===== config.mk =====
export PLATFORM = sky130hd
export DESIGN_NAME = tape_level_run_length_recorder_core
export DESIGN_NICKNAME = d
export VERILOG_FILES = /design/src/hw/rtl/tlrr_pkg.sv /design/src/hw/rtl/tlrr_front.sv /design/src/hw/rtl/tlrr_queue.sv /design/src/hw/rtl/tlrr_back.sv /design/src/hw/rtl/tape_level_run_length_recorder_core.sv
export VERILOG_INCLUDE_DIRS = /design/src /design/src/hw/rtl
export SDC_FILE = /design/constraint.sdc
export NUM_CORES = 1
export LEC_CHECK = 0
export BUFFER_PORTS_ARGS = -buffer_cell sky130_fd_sc_hd__buf_2
export CORE_ASPECT_RATIO = 1.2
export CORE_MARGIN = 8
export CORE_UTILIZATION = 30
export DETAILED_ROUTE_END_ITERATION = 7
export HOLD_SLACK_MARGIN = 0.1
export PLACE_DENSITY_LB_ADDON = 0.25
export SYNTH_ARGS = -nofsm -noshare
export SYNTH_HDL_FRONTEND = slang
export SYNTH_SLANG_ARGS = --single-unit

===== constraint.sdc =====
create_clock -name clk_i -period 4.76 [get_ports clk_i]
set_input_delay 0.238 -clock clk_i [delete_from_list [all_inputs] [get_ports clk_i]]
set_output_delay 0.238 -clock clk_i [all_outputs]
set_load 0.01 [all_outputs]

===== src/hw/rtl/assert_macros.svh =====
// Assertion macros shared by the RTL files.
`ifndef ASSERT_MACROS_SVH
`define ASSERT_MACROS_SVH

// Concurrent assertion on the rising edge of clk_i, off while rst_ni is low.
`define TLRR_ASSERT(label, prop, msg) \
  label: assert property (@(posedge clk_i) disable iff (!rst_ni) (prop)) \
    else $error(msg);

// Same check, also active while reset is asserted.
`define TLRR_ASSERT_ALWAYS(label, prop, msg) \
  label: assert property (@(posedge clk_i) (prop)) else $error(msg);

`endif


===== src/hw/rtl/tlrr_pkg.sv =====
// Package: types and constants of the tape level run-length recorder.
`default_nettype none

package tlrr_pkg;

  localparam int unsigned COUNT_WIDTH  = 32;
  localparam int unsigned PERIOD_WIDTH = 16;
  localparam int unsigned CFG_WIDTH    = 16;
  localparam int unsigned KIND_WIDTH   = 2;
  localparam int unsigned QUEUE_DEPTH  = 2;

  localparam logic [PERIOD_WIDTH-1:0] PERIOD_RESET = PERIOD_WIDTH'(79);
  localparam logic [COUNT_WIDTH-1:0]  COUNT_MAX    = {COUNT_WIDTH{1'b1}};
  localparam logic [COUNT_WIDTH-1:0]  COUNT_ONE    = COUNT_WIDTH'(1);

  typedef enum logic [KIND_WIDTH-1:0] {
    KIND_TICK  = 2'd0,
    KIND_START = 2'd1,
    KIND_STOP  = 2'd2
  } kind_e;

  // One finished run handed from the front to the back.
  typedef struct packed {
    logic [COUNT_WIDTH-1:0] count;
    logic                   end_of_take;
  } run_cmd_t;

  // Queue status seen by the front and the back.
  typedef struct packed {
    logic not_empty;
    logic full;
  } q_stat_t;

endpackage

`default_nettype wire


===== src/hw/rtl/tlrr_front.sv =====
// Front: takes input transactions, runs prescaler and run counter, issues runs.
`default_nettype none

module tlrr_front (
  input  logic                          clk_i,
  input  logic                          rst_ni,
  input  logic                          cfg_we_i,
  input  logic [tlrr_pkg::CFG_WIDTH-1:0] cfg_wdata_i,
  input  logic                          accept_i,
  input  logic [tlrr_pkg::KIND_WIDTH-1:0] kind_i,
  input  logic                          tape_level_i,
  output logic                          push_o,
  output tlrr_pkg::run_cmd_t            cmd_o
);
  import tlrr_pkg::*;

  logic [PERIOD_WIDTH-1:0] period_q, period_d;
  logic [PERIOD_WIDTH-1:0] pre_q, pre_d;
  logic [COUNT_WIDTH-1:0]  cnt_q, cnt_d;
  logic                    rec_q, rec_d;
  logic                    prev_q, prev_d;
  logic [PERIOD_WIDTH:0]   pre_next;
  kind_e                   kind;

  assign kind     = kind_e'(kind_i);
  assign pre_next = {1'b0, pre_q} + (PERIOD_WIDTH+1)'(1);
  assign period_d = cfg_we_i ? PERIOD_WIDTH'(cfg_wdata_i) : period_q;

  always_comb begin
    rec_d             = rec_q;
    prev_d            = prev_q;
    cnt_d             = cnt_q;
    pre_d             = pre_q;
    push_o            = 1'b0;
    cmd_o.count       = cnt_q;
    cmd_o.end_of_take = 1'b0;
    if (accept_i) begin
      case (kind)
        KIND_START: begin
          rec_d  = 1'b1;
          prev_d = tape_level_i;
          cnt_d  = COUNT_ONE;
          pre_d  = '0;
        end
        KIND_STOP: begin
          if (rec_q) begin
            push_o            = 1'b1;
            cmd_o.end_of_take = 1'b1;
            rec_d             = 1'b0;
          end
        end
        KIND_TICK: begin
          if (rec_q) begin
            if (pre_next < {1'b0, period_q}) begin
              pre_d = pre_next[PERIOD_WIDTH-1:0];
            end else begin
              pre_d = '0;
              if (tape_level_i != prev_q) begin
                push_o = 1'b1;
                prev_d = tape_level_i;
                cnt_d  = COUNT_ONE;
              end else if (cnt_q != COUNT_MAX) begin
                cnt_d = cnt_q + COUNT_ONE;
              end
            end
          end
        end
        default: begin
          // unused kind: drop
        end
      endcase
    end
  end

  always_ff @(posedge clk_i or negedge rst_ni) begin
    if (!rst_ni) begin
      period_q <= PERIOD_RESET;
      pre_q    <= '0;
      cnt_q    <= '0;
      rec_q    <= 1'b0;
      prev_q   <= 1'b0;
    end else begin
      period_q <= period_d;
      pre_q    <= pre_d;
      cnt_q    <= cnt_d;
      rec_q    <= rec_d;
      prev_q   <= prev_d;
    end
  end

endmodule

`default_nettype wire


===== src/hw/rtl/tlrr_queue.sv =====
// Short run queue between the front and the back.
`default_nettype none

module tlrr_queue (
  input  logic               clk_i,
  input  logic               rst_ni,
  input  logic               push_i,
  input  tlrr_pkg::run_cmd_t push_cmd_i,
  input  logic               pop_i,
  output tlrr_pkg::run_cmd_t head_o,
  output tlrr_pkg::q_stat_t  stat_o
);
  import tlrr_pkg::*;

  localparam int unsigned PTR_W = (QUEUE_DEPTH > 1) ? $clog2(QUEUE_DEPTH) : 1;
  localparam int unsigned CNT_W = $clog2(QUEUE_DEPTH + 1);
  localparam logic [PTR_W-1:0] PTR_LAST = PTR_W'(QUEUE_DEPTH - 1);
  localparam logic [CNT_W-1:0] CNT_FULL = CNT_W'(QUEUE_DEPTH);

  run_cmd_t         mem_q [QUEUE_DEPTH];
  logic [PTR_W-1:0] wr_ptr_q, wr_ptr_d;
  logic [PTR_W-1:0] rd_ptr_q, rd_ptr_d;
  logic [CNT_W-1:0] cnt_q, cnt_d;
  logic             do_push, do_pop;

  assign stat_o.not_empty = (cnt_q != '0);
  assign stat_o.full      = (cnt_q == CNT_FULL);
  assign do_push          = push_i && !stat_o.full;
  assign do_pop           = pop_i && stat_o.not_empty;
  assign head_o           = mem_q[rd_ptr_q];

  always_comb begin
    wr_ptr_d = wr_ptr_q;
    rd_ptr_d = rd_ptr_q;
    cnt_d    = cnt_q;
    if (do_push) begin
      wr_ptr_d = (wr_ptr_q == PTR_LAST) ? '0 : wr_ptr_q + PTR_W'(1);
    end
    if (do_pop) begin
      rd_ptr_d = (rd_ptr_q == PTR_LAST) ? '0 : rd_ptr_q + PTR_W'(1);
    end
    if (do_push && !do_pop) begin
      cnt_d = cnt_q + CNT_W'(1);
    end else if (do_pop && !do_push) begin
      cnt_d = cnt_q - CNT_W'(1);
    end
  end

  always_ff @(posedge clk_i) begin
    if (do_push) begin
      mem_q[wr_ptr_q] <= push_cmd_i;
    end
  end

  always_ff @(posedge clk_i or negedge rst_ni) begin
    if (!rst_ni) begin
      wr_ptr_q <= '0;
      rd_ptr_q <= '0;
      cnt_q    <= '0;
    end else begin
      wr_ptr_q <= wr_ptr_d;
      rd_ptr_q <= rd_ptr_d;
      cnt_q    <= cnt_d;
    end
  end

endmodule

`default_nettype wire


===== src/hw/rtl/tlrr_back.sv =====
// Back: turns queued runs into coded bytes and holds the output register.
`default_nettype none

module tlrr_back (
  input  logic               clk_i,
  input  logic               rst_ni,
  input  tlrr_pkg::q_stat_t  q_stat_i,
  input  tlrr_pkg::run_cmd_t head_i,
  output logic               pop_o,
  output logic               out_valid_o,
  input  logic               out_stall_i,
  output logic [7:0]         data_byte_o,
  output logic               last_of_run_o,
  output logic               end_of_take_o
);
  import tlrr_pkg::*;

  localparam logic [2:0] IDX_MARK = 3'd0;
  localparam logic [2:0] IDX_B0   = 3'd1;
  localparam logic [2:0] IDX_B1   = 3'd2;
  localparam logic [2:0] IDX_B2   = 3'd3;
  localparam logic [2:0] IDX_B3   = 3'd4;

  logic [2:0]  idx_q, idx_d;
  logic        valid_q, valid_d;
  logic [7:0]  data_q, data_d;
  logic        last_q, last_d;
  logic        eot_q, eot_d;
  logic [31:0] count32;
  logic        is_short;
  logic        advance;
  logic        produce;

  assign count32  = 32'(head_i.count);
  assign is_short = (count32[31:8] == '0);
  assign advance  = !valid_q || !out_stall_i;
  assign produce  = advance && q_stat_i.not_empty;

  always_comb begin
    idx_d   = idx_q;
    valid_d = valid_q;
    data_d  = data_q;
    last_d  = last_q;
    eot_d   = eot_q;
    pop_o   = 1'b0;
    if (advance) begin
      valid_d = produce;
    end
    if (produce) begin
      last_d = 1'b0;
      eot_d  = 1'b0;
      if (is_short) begin
        data_d = count32[7:0];
        last_d = 1'b1;
        eot_d  = head_i.end_of_take;
        pop_o  = 1'b1;
      end else begin
        idx_d = idx_q + 3'd1;
        case (idx_q)
          IDX_MARK: data_d = 8'h00;
          IDX_B0:   data_d = count32[7:0];
          IDX_B1:   data_d = count32[15:8];
          IDX_B2:   data_d = count32[23:16];
          IDX_B3: begin
            data_d = count32[31:24];
            last_d = 1'b1;
            eot_d  = head_i.end_of_take;
            pop_o  = 1'b1;
            idx_d  = IDX_MARK;
          end
          default: begin
            data_d = 8'h00;
            idx_d  = IDX_MARK;
          end
        endcase
      end
    end
  end

  always_ff @(posedge clk_i or negedge rst_ni) begin
    if (!rst_ni) begin
      idx_q   <= IDX_MARK;
      valid_q <= 1'b0;
    end else begin
      idx_q   <= idx_d;
      valid_q <= valid_d;
    end
  end

  always_ff @(posedge clk_i) begin
    data_q <= data_d;
    last_q <= last_d;
    eot_q  <= eot_d;
  end

  assign out_valid_o   = valid_q;
  assign data_byte_o   = data_q;
  assign last_of_run_o = last_q;
  assign end_of_take_o = eot_q;

endmodule

`default_nettype wire


===== src/hw/rtl/tape_level_run_length_recorder_core.sv =====
// Top level: tape level run-length recorder, front, run queue and byte back end.
// Throughput: one input transaction per cycle while the two-entry run queue has room.
// Output: one byte per cycle unless stalled; short runs take one byte, long runs five.
// Path: with the queue empty, the first byte of a run passes the queue entry and then
//   the output register after the transaction that finishes it.
// Reset: asynchronous, active low; idle, counters cleared, sample_period = 79.
`default_nettype none
`include "assert_macros.svh"

module tape_level_run_length_recorder_core (
  input  logic                            clk_i,
  input  logic                            rst_ni,
  // configuration: sample_period
  input  logic                            cfg_we_i,
  input  logic [tlrr_pkg::CFG_WIDTH-1:0]  cfg_wdata_i,
  // input channel
  input  logic                            in_valid_i,
  output logic                            in_stall_o,
  input  logic [tlrr_pkg::KIND_WIDTH-1:0] kind_i,
  input  logic                            tape_level_i,
  // output channel
  output logic                            out_valid_o,
  input  logic                            out_stall_i,
  output logic [7:0]                      data_byte_o,
  output logic                            last_of_run_o,
  output logic                            end_of_take_o
);
  import tlrr_pkg::*;

  logic     in_accept;
  logic     push;
  logic     pop;
  run_cmd_t push_cmd;
  run_cmd_t head;
  q_stat_t  q_stat;

  // Hold the input while the queue has no slot; a transaction may finish a run.
  assign in_stall_o = q_stat.full;
  assign in_accept  = in_valid_i && !in_stall_o;

  // Front: prescaler, level compare and saturating run counter.
  tlrr_front u_front (
    .clk_i        (clk_i),
    .rst_ni       (rst_ni),
    .cfg_we_i     (cfg_we_i),
    .cfg_wdata_i  (cfg_wdata_i),
    .accept_i     (in_accept),
    .kind_i       (kind_i),
    .tape_level_i (tape_level_i),
    .push_o       (push),
    .cmd_o        (push_cmd)
  );

  // Decouple run production from byte output.
  tlrr_queue u_queue (
    .clk_i      (clk_i),
    .rst_ni     (rst_ni),
    .push_i     (push),
    .push_cmd_i (push_cmd),
    .pop_i      (pop),
    .head_o     (head),
    .stat_o     (q_stat)
  );

  // Back: advance one byte per free output slot, pop after the last byte of a run.
  tlrr_back u_back (
    .clk_i         (clk_i),
    .rst_ni        (rst_ni),
    .q_stat_i      (q_stat),
    .head_i        (head),
    .pop_o         (pop),
    .out_valid_o   (out_valid_o),
    .out_stall_i   (out_stall_i),
    .data_byte_o   (data_byte_o),
    .last_of_run_o (last_of_run_o),
    .end_of_take_o (end_of_take_o)
  );

  // A run is never pushed into a full queue.
  `TLRR_ASSERT(a_no_overflow, push |-> !q_stat.full, "run pushed into full queue")
  // A run is popped only after it was queued.
  `TLRR_ASSERT(a_no_underflow, pop |-> q_stat.not_empty, "pop from empty queue")
  // Mid-run byte on the output: its run still waits at the queue head.
  `TLRR_ASSERT(a_long_run_held, (out_valid_o && !last_of_run_o) |-> q_stat.not_empty,
    "long run left the queue before its last byte")
  // End of take only marks the final byte of a run.
  `TLRR_ASSERT(a_eot_on_last, (out_valid_o && end_of_take_o) |-> last_of_run_o,
    "end_of_take without last_of_run")

endmodule

`default_nettype wire

==> impl_metrics.env <==
export IMPL_grt_pass1_wl_um=29000
export IMPL_final_area_um2=8830
export IMPL_hold_depth=3
export IMPL_power_uw=3840
export IMPL_routed_top_layer="met4"
export IMPL_die_area_um2=30400
export IMPL_syn2layout_area_growth_pct=17.4
export IMPL_wl_met1_um=8010
export IMPL_synth_area_leaders="edfxtp_1 30%, dfrtp_1 23%, ha_1 4.3%"
export IMPL_port_buffer_count=35
export IMPL_fin_skew_ns=0.0131
export IMPL_finalNetCount=779
export IMPL_antenna_left=0
export IMPL_finalCriticalPeriod_ns=4.04
export IMPL_cts_buffer_depth=2
export IMPL_row_count=63
export IMPL_setup_tns_ns=0
export IMPL_cap_violations=0
export IMPL_synth_area_um2=7520
export IMPL_drtIter0Drc=305
export IMPL_start_util_pct=30.5
export IMPL_ys_warn_count=0
export IMPL_syn_avg_cell_area_um2=11.2
export IMPL_die_y_um=189
export IMPL_fmax_mhz=248
export IMPL_grt_max_degree=75
export IMPL_cts_sinks=150
export IMPL_hold_class="input pin to flip-flop"
export IMPL_cp_max_fo=33
export IMPL_critPathKind="flip-flop to flip-flop"
export IMPL_critPathArrivalTime_ns=4.10
export IMPL_postSynth_asyncResetShare_pct=49.3
export IMPL_setup_viol=0
export IMPL_synth_cells=674
export IMPL_synth_most_common_cell="edfxtp_1"
export IMPL_synth_cell_type_count=64
export IMPL_dp_hpwl_um=12400
export IMPL_met2_length_um=8710
export IMPL_hold_viol_final=0
export IMPL_synth_edff_count=76
export IMPL_drc=0
export IMPL_viasPerCell=5.04
export IMPL_fillers=2437
export IMPL_status="finished, final reports clean"
export IMPL_power_density_nw_per_um2=435
export IMPL_drive_above_1_share_pct=15.0
export IMPL_cts_tree="built"
export IMPL_synth_main_ff_cell="edfxtp_1"
export IMPL_yosysTopAreaCell="edfxtp_1"
export IMPL_vdd_drop_max_v=0.000240
export IMPL_reg2reg_from="u_front.pre_q[0]$_DFFE_PN0P_"
export IMPL_yosysSeqAreaShare_pct=55.0
export IMPL_synth_net_count=724
export IMPL_netlist_top_cells_count="76 x edfxtp_1, 69 x dfrtp_1, 58 x nand2_1"
export IMPL_clk_latency_ns=0.43
export IMPL_reg2reg_slack_ns=0.72
export IMPL_die_w_um=161
export IMPL_relSlewSlack_pct=31.5
export IMPL_crit_path_end_kind="flip-flop"
export IMPL_track_usage_pct=12.0
export IMPL_globalplace_congestion=0.838
export IMPL_cts_htree_levels=4
export IMPL_antenna_cells=0
export IMPL_core_um2=24700
export IMPL_finalCritPeriodShare_pct=84.9
export IMPL_worst_pin_slew_ns=1.03
export IMPL_ctsResizeCount=0
export IMPL_reg2reg_depth=13
export IMPL_routed_wl_um=17700
export IMPL_place_area_um2=8030
export IMPL_utilization_pct=35.8
export IMPL_antenna_found_initial=0
export IMPL_pin_count=36
export IMPL_via_count=5383
export IMPL_cts_buffers=17
export IMPL_dr_pass1_iters=5
export IMPL_hp_start="in_valid_i"
export IMPL_reg2reg_to="u_queue.mem_q[0][10]$_DFFE_PP_"
export IMPL_grt_setup_unrepaired="false"
export IMPL_synth_top_cell_area_share_pct=30.3
export IMPL_report_final_slew_viol_count=0
export IMPL_clkTransAtPathRegs_ns=0.07
export IMPL_routedWlPerCell_um=16.6
export IMPL_hold_end="u_front.rec_q$_DFFE_PN0P_"
export IMPL_grt_overflow_total=0
export IMPL_p_leak_uw=0.00359
export IMPL_required_ns=4.82
export IMPL_start_kind="flip-flop"
export IMPL_wl_met3_um=632
export IMPL_ys_ff_latch=150
export IMPL_grt_pass1_vias=5481
export IMPL_cts_root_buf="clkbuf_16"
-- stage by stage --
| step | hold WS [ns] | setup slack (ns) | cells |
|---|---|---|---|
| 2_1_floorplan | -0.0576 | 0.351 | 674 |
| 3_3_place_gp | 0.437 | 0.761 | 1016 |
| 3_5_place_dp | 0.448 | 0.683 | 1016 |
| 4_1_cts | 0.140 | 0.670 | 1067 |
| 5_1_grt | 0.171 | 0.313 | 1067 |
| 6_report | 0.154 | 0.720 | 1067 |
-- cell usage in the layout, fill, tap and decap left out, types with 5 or more instances in the layout --
cell / Yosys / final
edfxtp_1: 76 / 76
dfrtp_1: 69 / 68
nand2_1: 58 / 58
o21ai_0: 44 / 44
inv_1: 41 / 41
a21oi_1: 34 / 34
buf_2: 5 / 34
nor2_1: 32 / 30
mux2i_1: 26 / 26
ha_1: 26 / 26
nand3_1: 22 / 22
o21ai_1: 22 / 22
nand4_1: 21 / 21
dlygate4sd3_1: 0 / 19
clkbuf_16: 0 / 17
o22ai_1: 16 / 16
mux2_2: 14 / 14
xnor2_1: 12 / 12
o31ai_1: 12 / 12
and3_1: 11 / 11
a22o_1: 10 / 10
xor2_1: 9 / 9
nor4_1: 9 / 9
a31oi_1: 8 / 8
buf_4: 1 / 8
or4_1: 7 / 7
nor3_1: 6 / 6
and4_1: 5 / 5
dfstp_2: 5 / 5
-- area by class of cell --
class,count,area (µm²),area share (%)
clock buffer,17,425,4.82
clock inverter,15,183,2.07
inverter,41,154,1.74
sequential,150,4140,46.9
timing repair buffer,61,420,4.76
multi-input combinational,458,3100,35.1
tap,325,407,4.60
-- worst max-delay path, stage by stage (launching register included) --
cell      delay (ns)
dfrtp_1         0.41
ha_1            0.26
nand4_1         0.21
nor2_1          0.24
nand3_1         0.21
nor2_1          0.22
xor2_1          0.09
ha_1            0.32
nand3_1         0.15
a311oi_1        0.64
o311a_1         0.27
o21bai_1        0.13
nor2_2          0.11
buf_4           0.40
-- cell families after synthesis --
| logic type | after synthesis | share of synthesized area [%] |
|---|---|---|
| compound gates | 177 | 15.0 |
| xor+xnor | 21 | 2.45 |
| fa+ha+maj | 26 | 4.32 |
| buf+inv | 66 | 3.93 |
| flops | 150 | 55.0 |
| mux | 41 | 5.71 |
| simple gates | 193 | 13.5 |
-- per-layer routing --
layer	track usage [%]	vias to the layer above
li1	-	2641
met1	14.7	2577
met2	20.1	138
met3	2.95	27
met4	4.57	0
met5	0	-
-- flip-flops by register name, summed over array words and instances (netlist names) --
signal                flops
u_queue.cnt_q             2
u_front.cnt_q            32
u_back.data_byte_o        8
u_back.last_of_run_o      1
u_front.period_q         16
u_back.idx_q              3
u_queue.wr_ptr_q          1
u_queue.rd_ptr_q          1
u_front.rec_q             1
u_front.pre_q            16
u_back.end_of_take_o      1
u_queue.mem_q            66
u_front.prev_q            1
u_back.out_valid_o        1
-- worst max path at each step --
stage	start	endpoint	slack, ns
after CTS	u_front.pre_q[0]$_DFFE_PN0P_	u_queue.mem_q[0][10]$_DFFE_PP_	0.67
final	u_front.pre_q[0]$_DFFE_PN0P_	u_queue.mem_q[0][10]$_DFFE_PP_	0.72
after floorplan	u_front.pre_q[0]$_DFFE_PN0P_	u_queue.mem_q[0][0]$_DFFE_PP_	0.35
after detailed placement	u_front.pre_q[0]$_DFFE_PN0P_	u_queue.mem_q[0][5]$_DFFE_PP_	0.68
after global routing	u_front.pre_q[0]$_DFFE_PN0P_	u_queue.mem_q[0][10]$_DFFE_PP_	0.31
after global placement	u_front.pre_q[0]$_DFFE_PN0P_	u_front.pre_q[0]$_DFFE_PN0P_	0.76
-- power breakdown --
group          total, µW  switching [µW]  internal, µW
sequential          1700             161          1540
clock               1360             605           753
combinational        783             439           344
total               3840            1210          2630
-- what timing repair did --
| action | in CTS | in global routing |
|---|---|---|
| buffers inserted | 0 | 0 |
| endpoints found under the hold margin | 87 | 0 |
| hold buffers | 19 | 0 |
(Power assumes the default switching activity.)
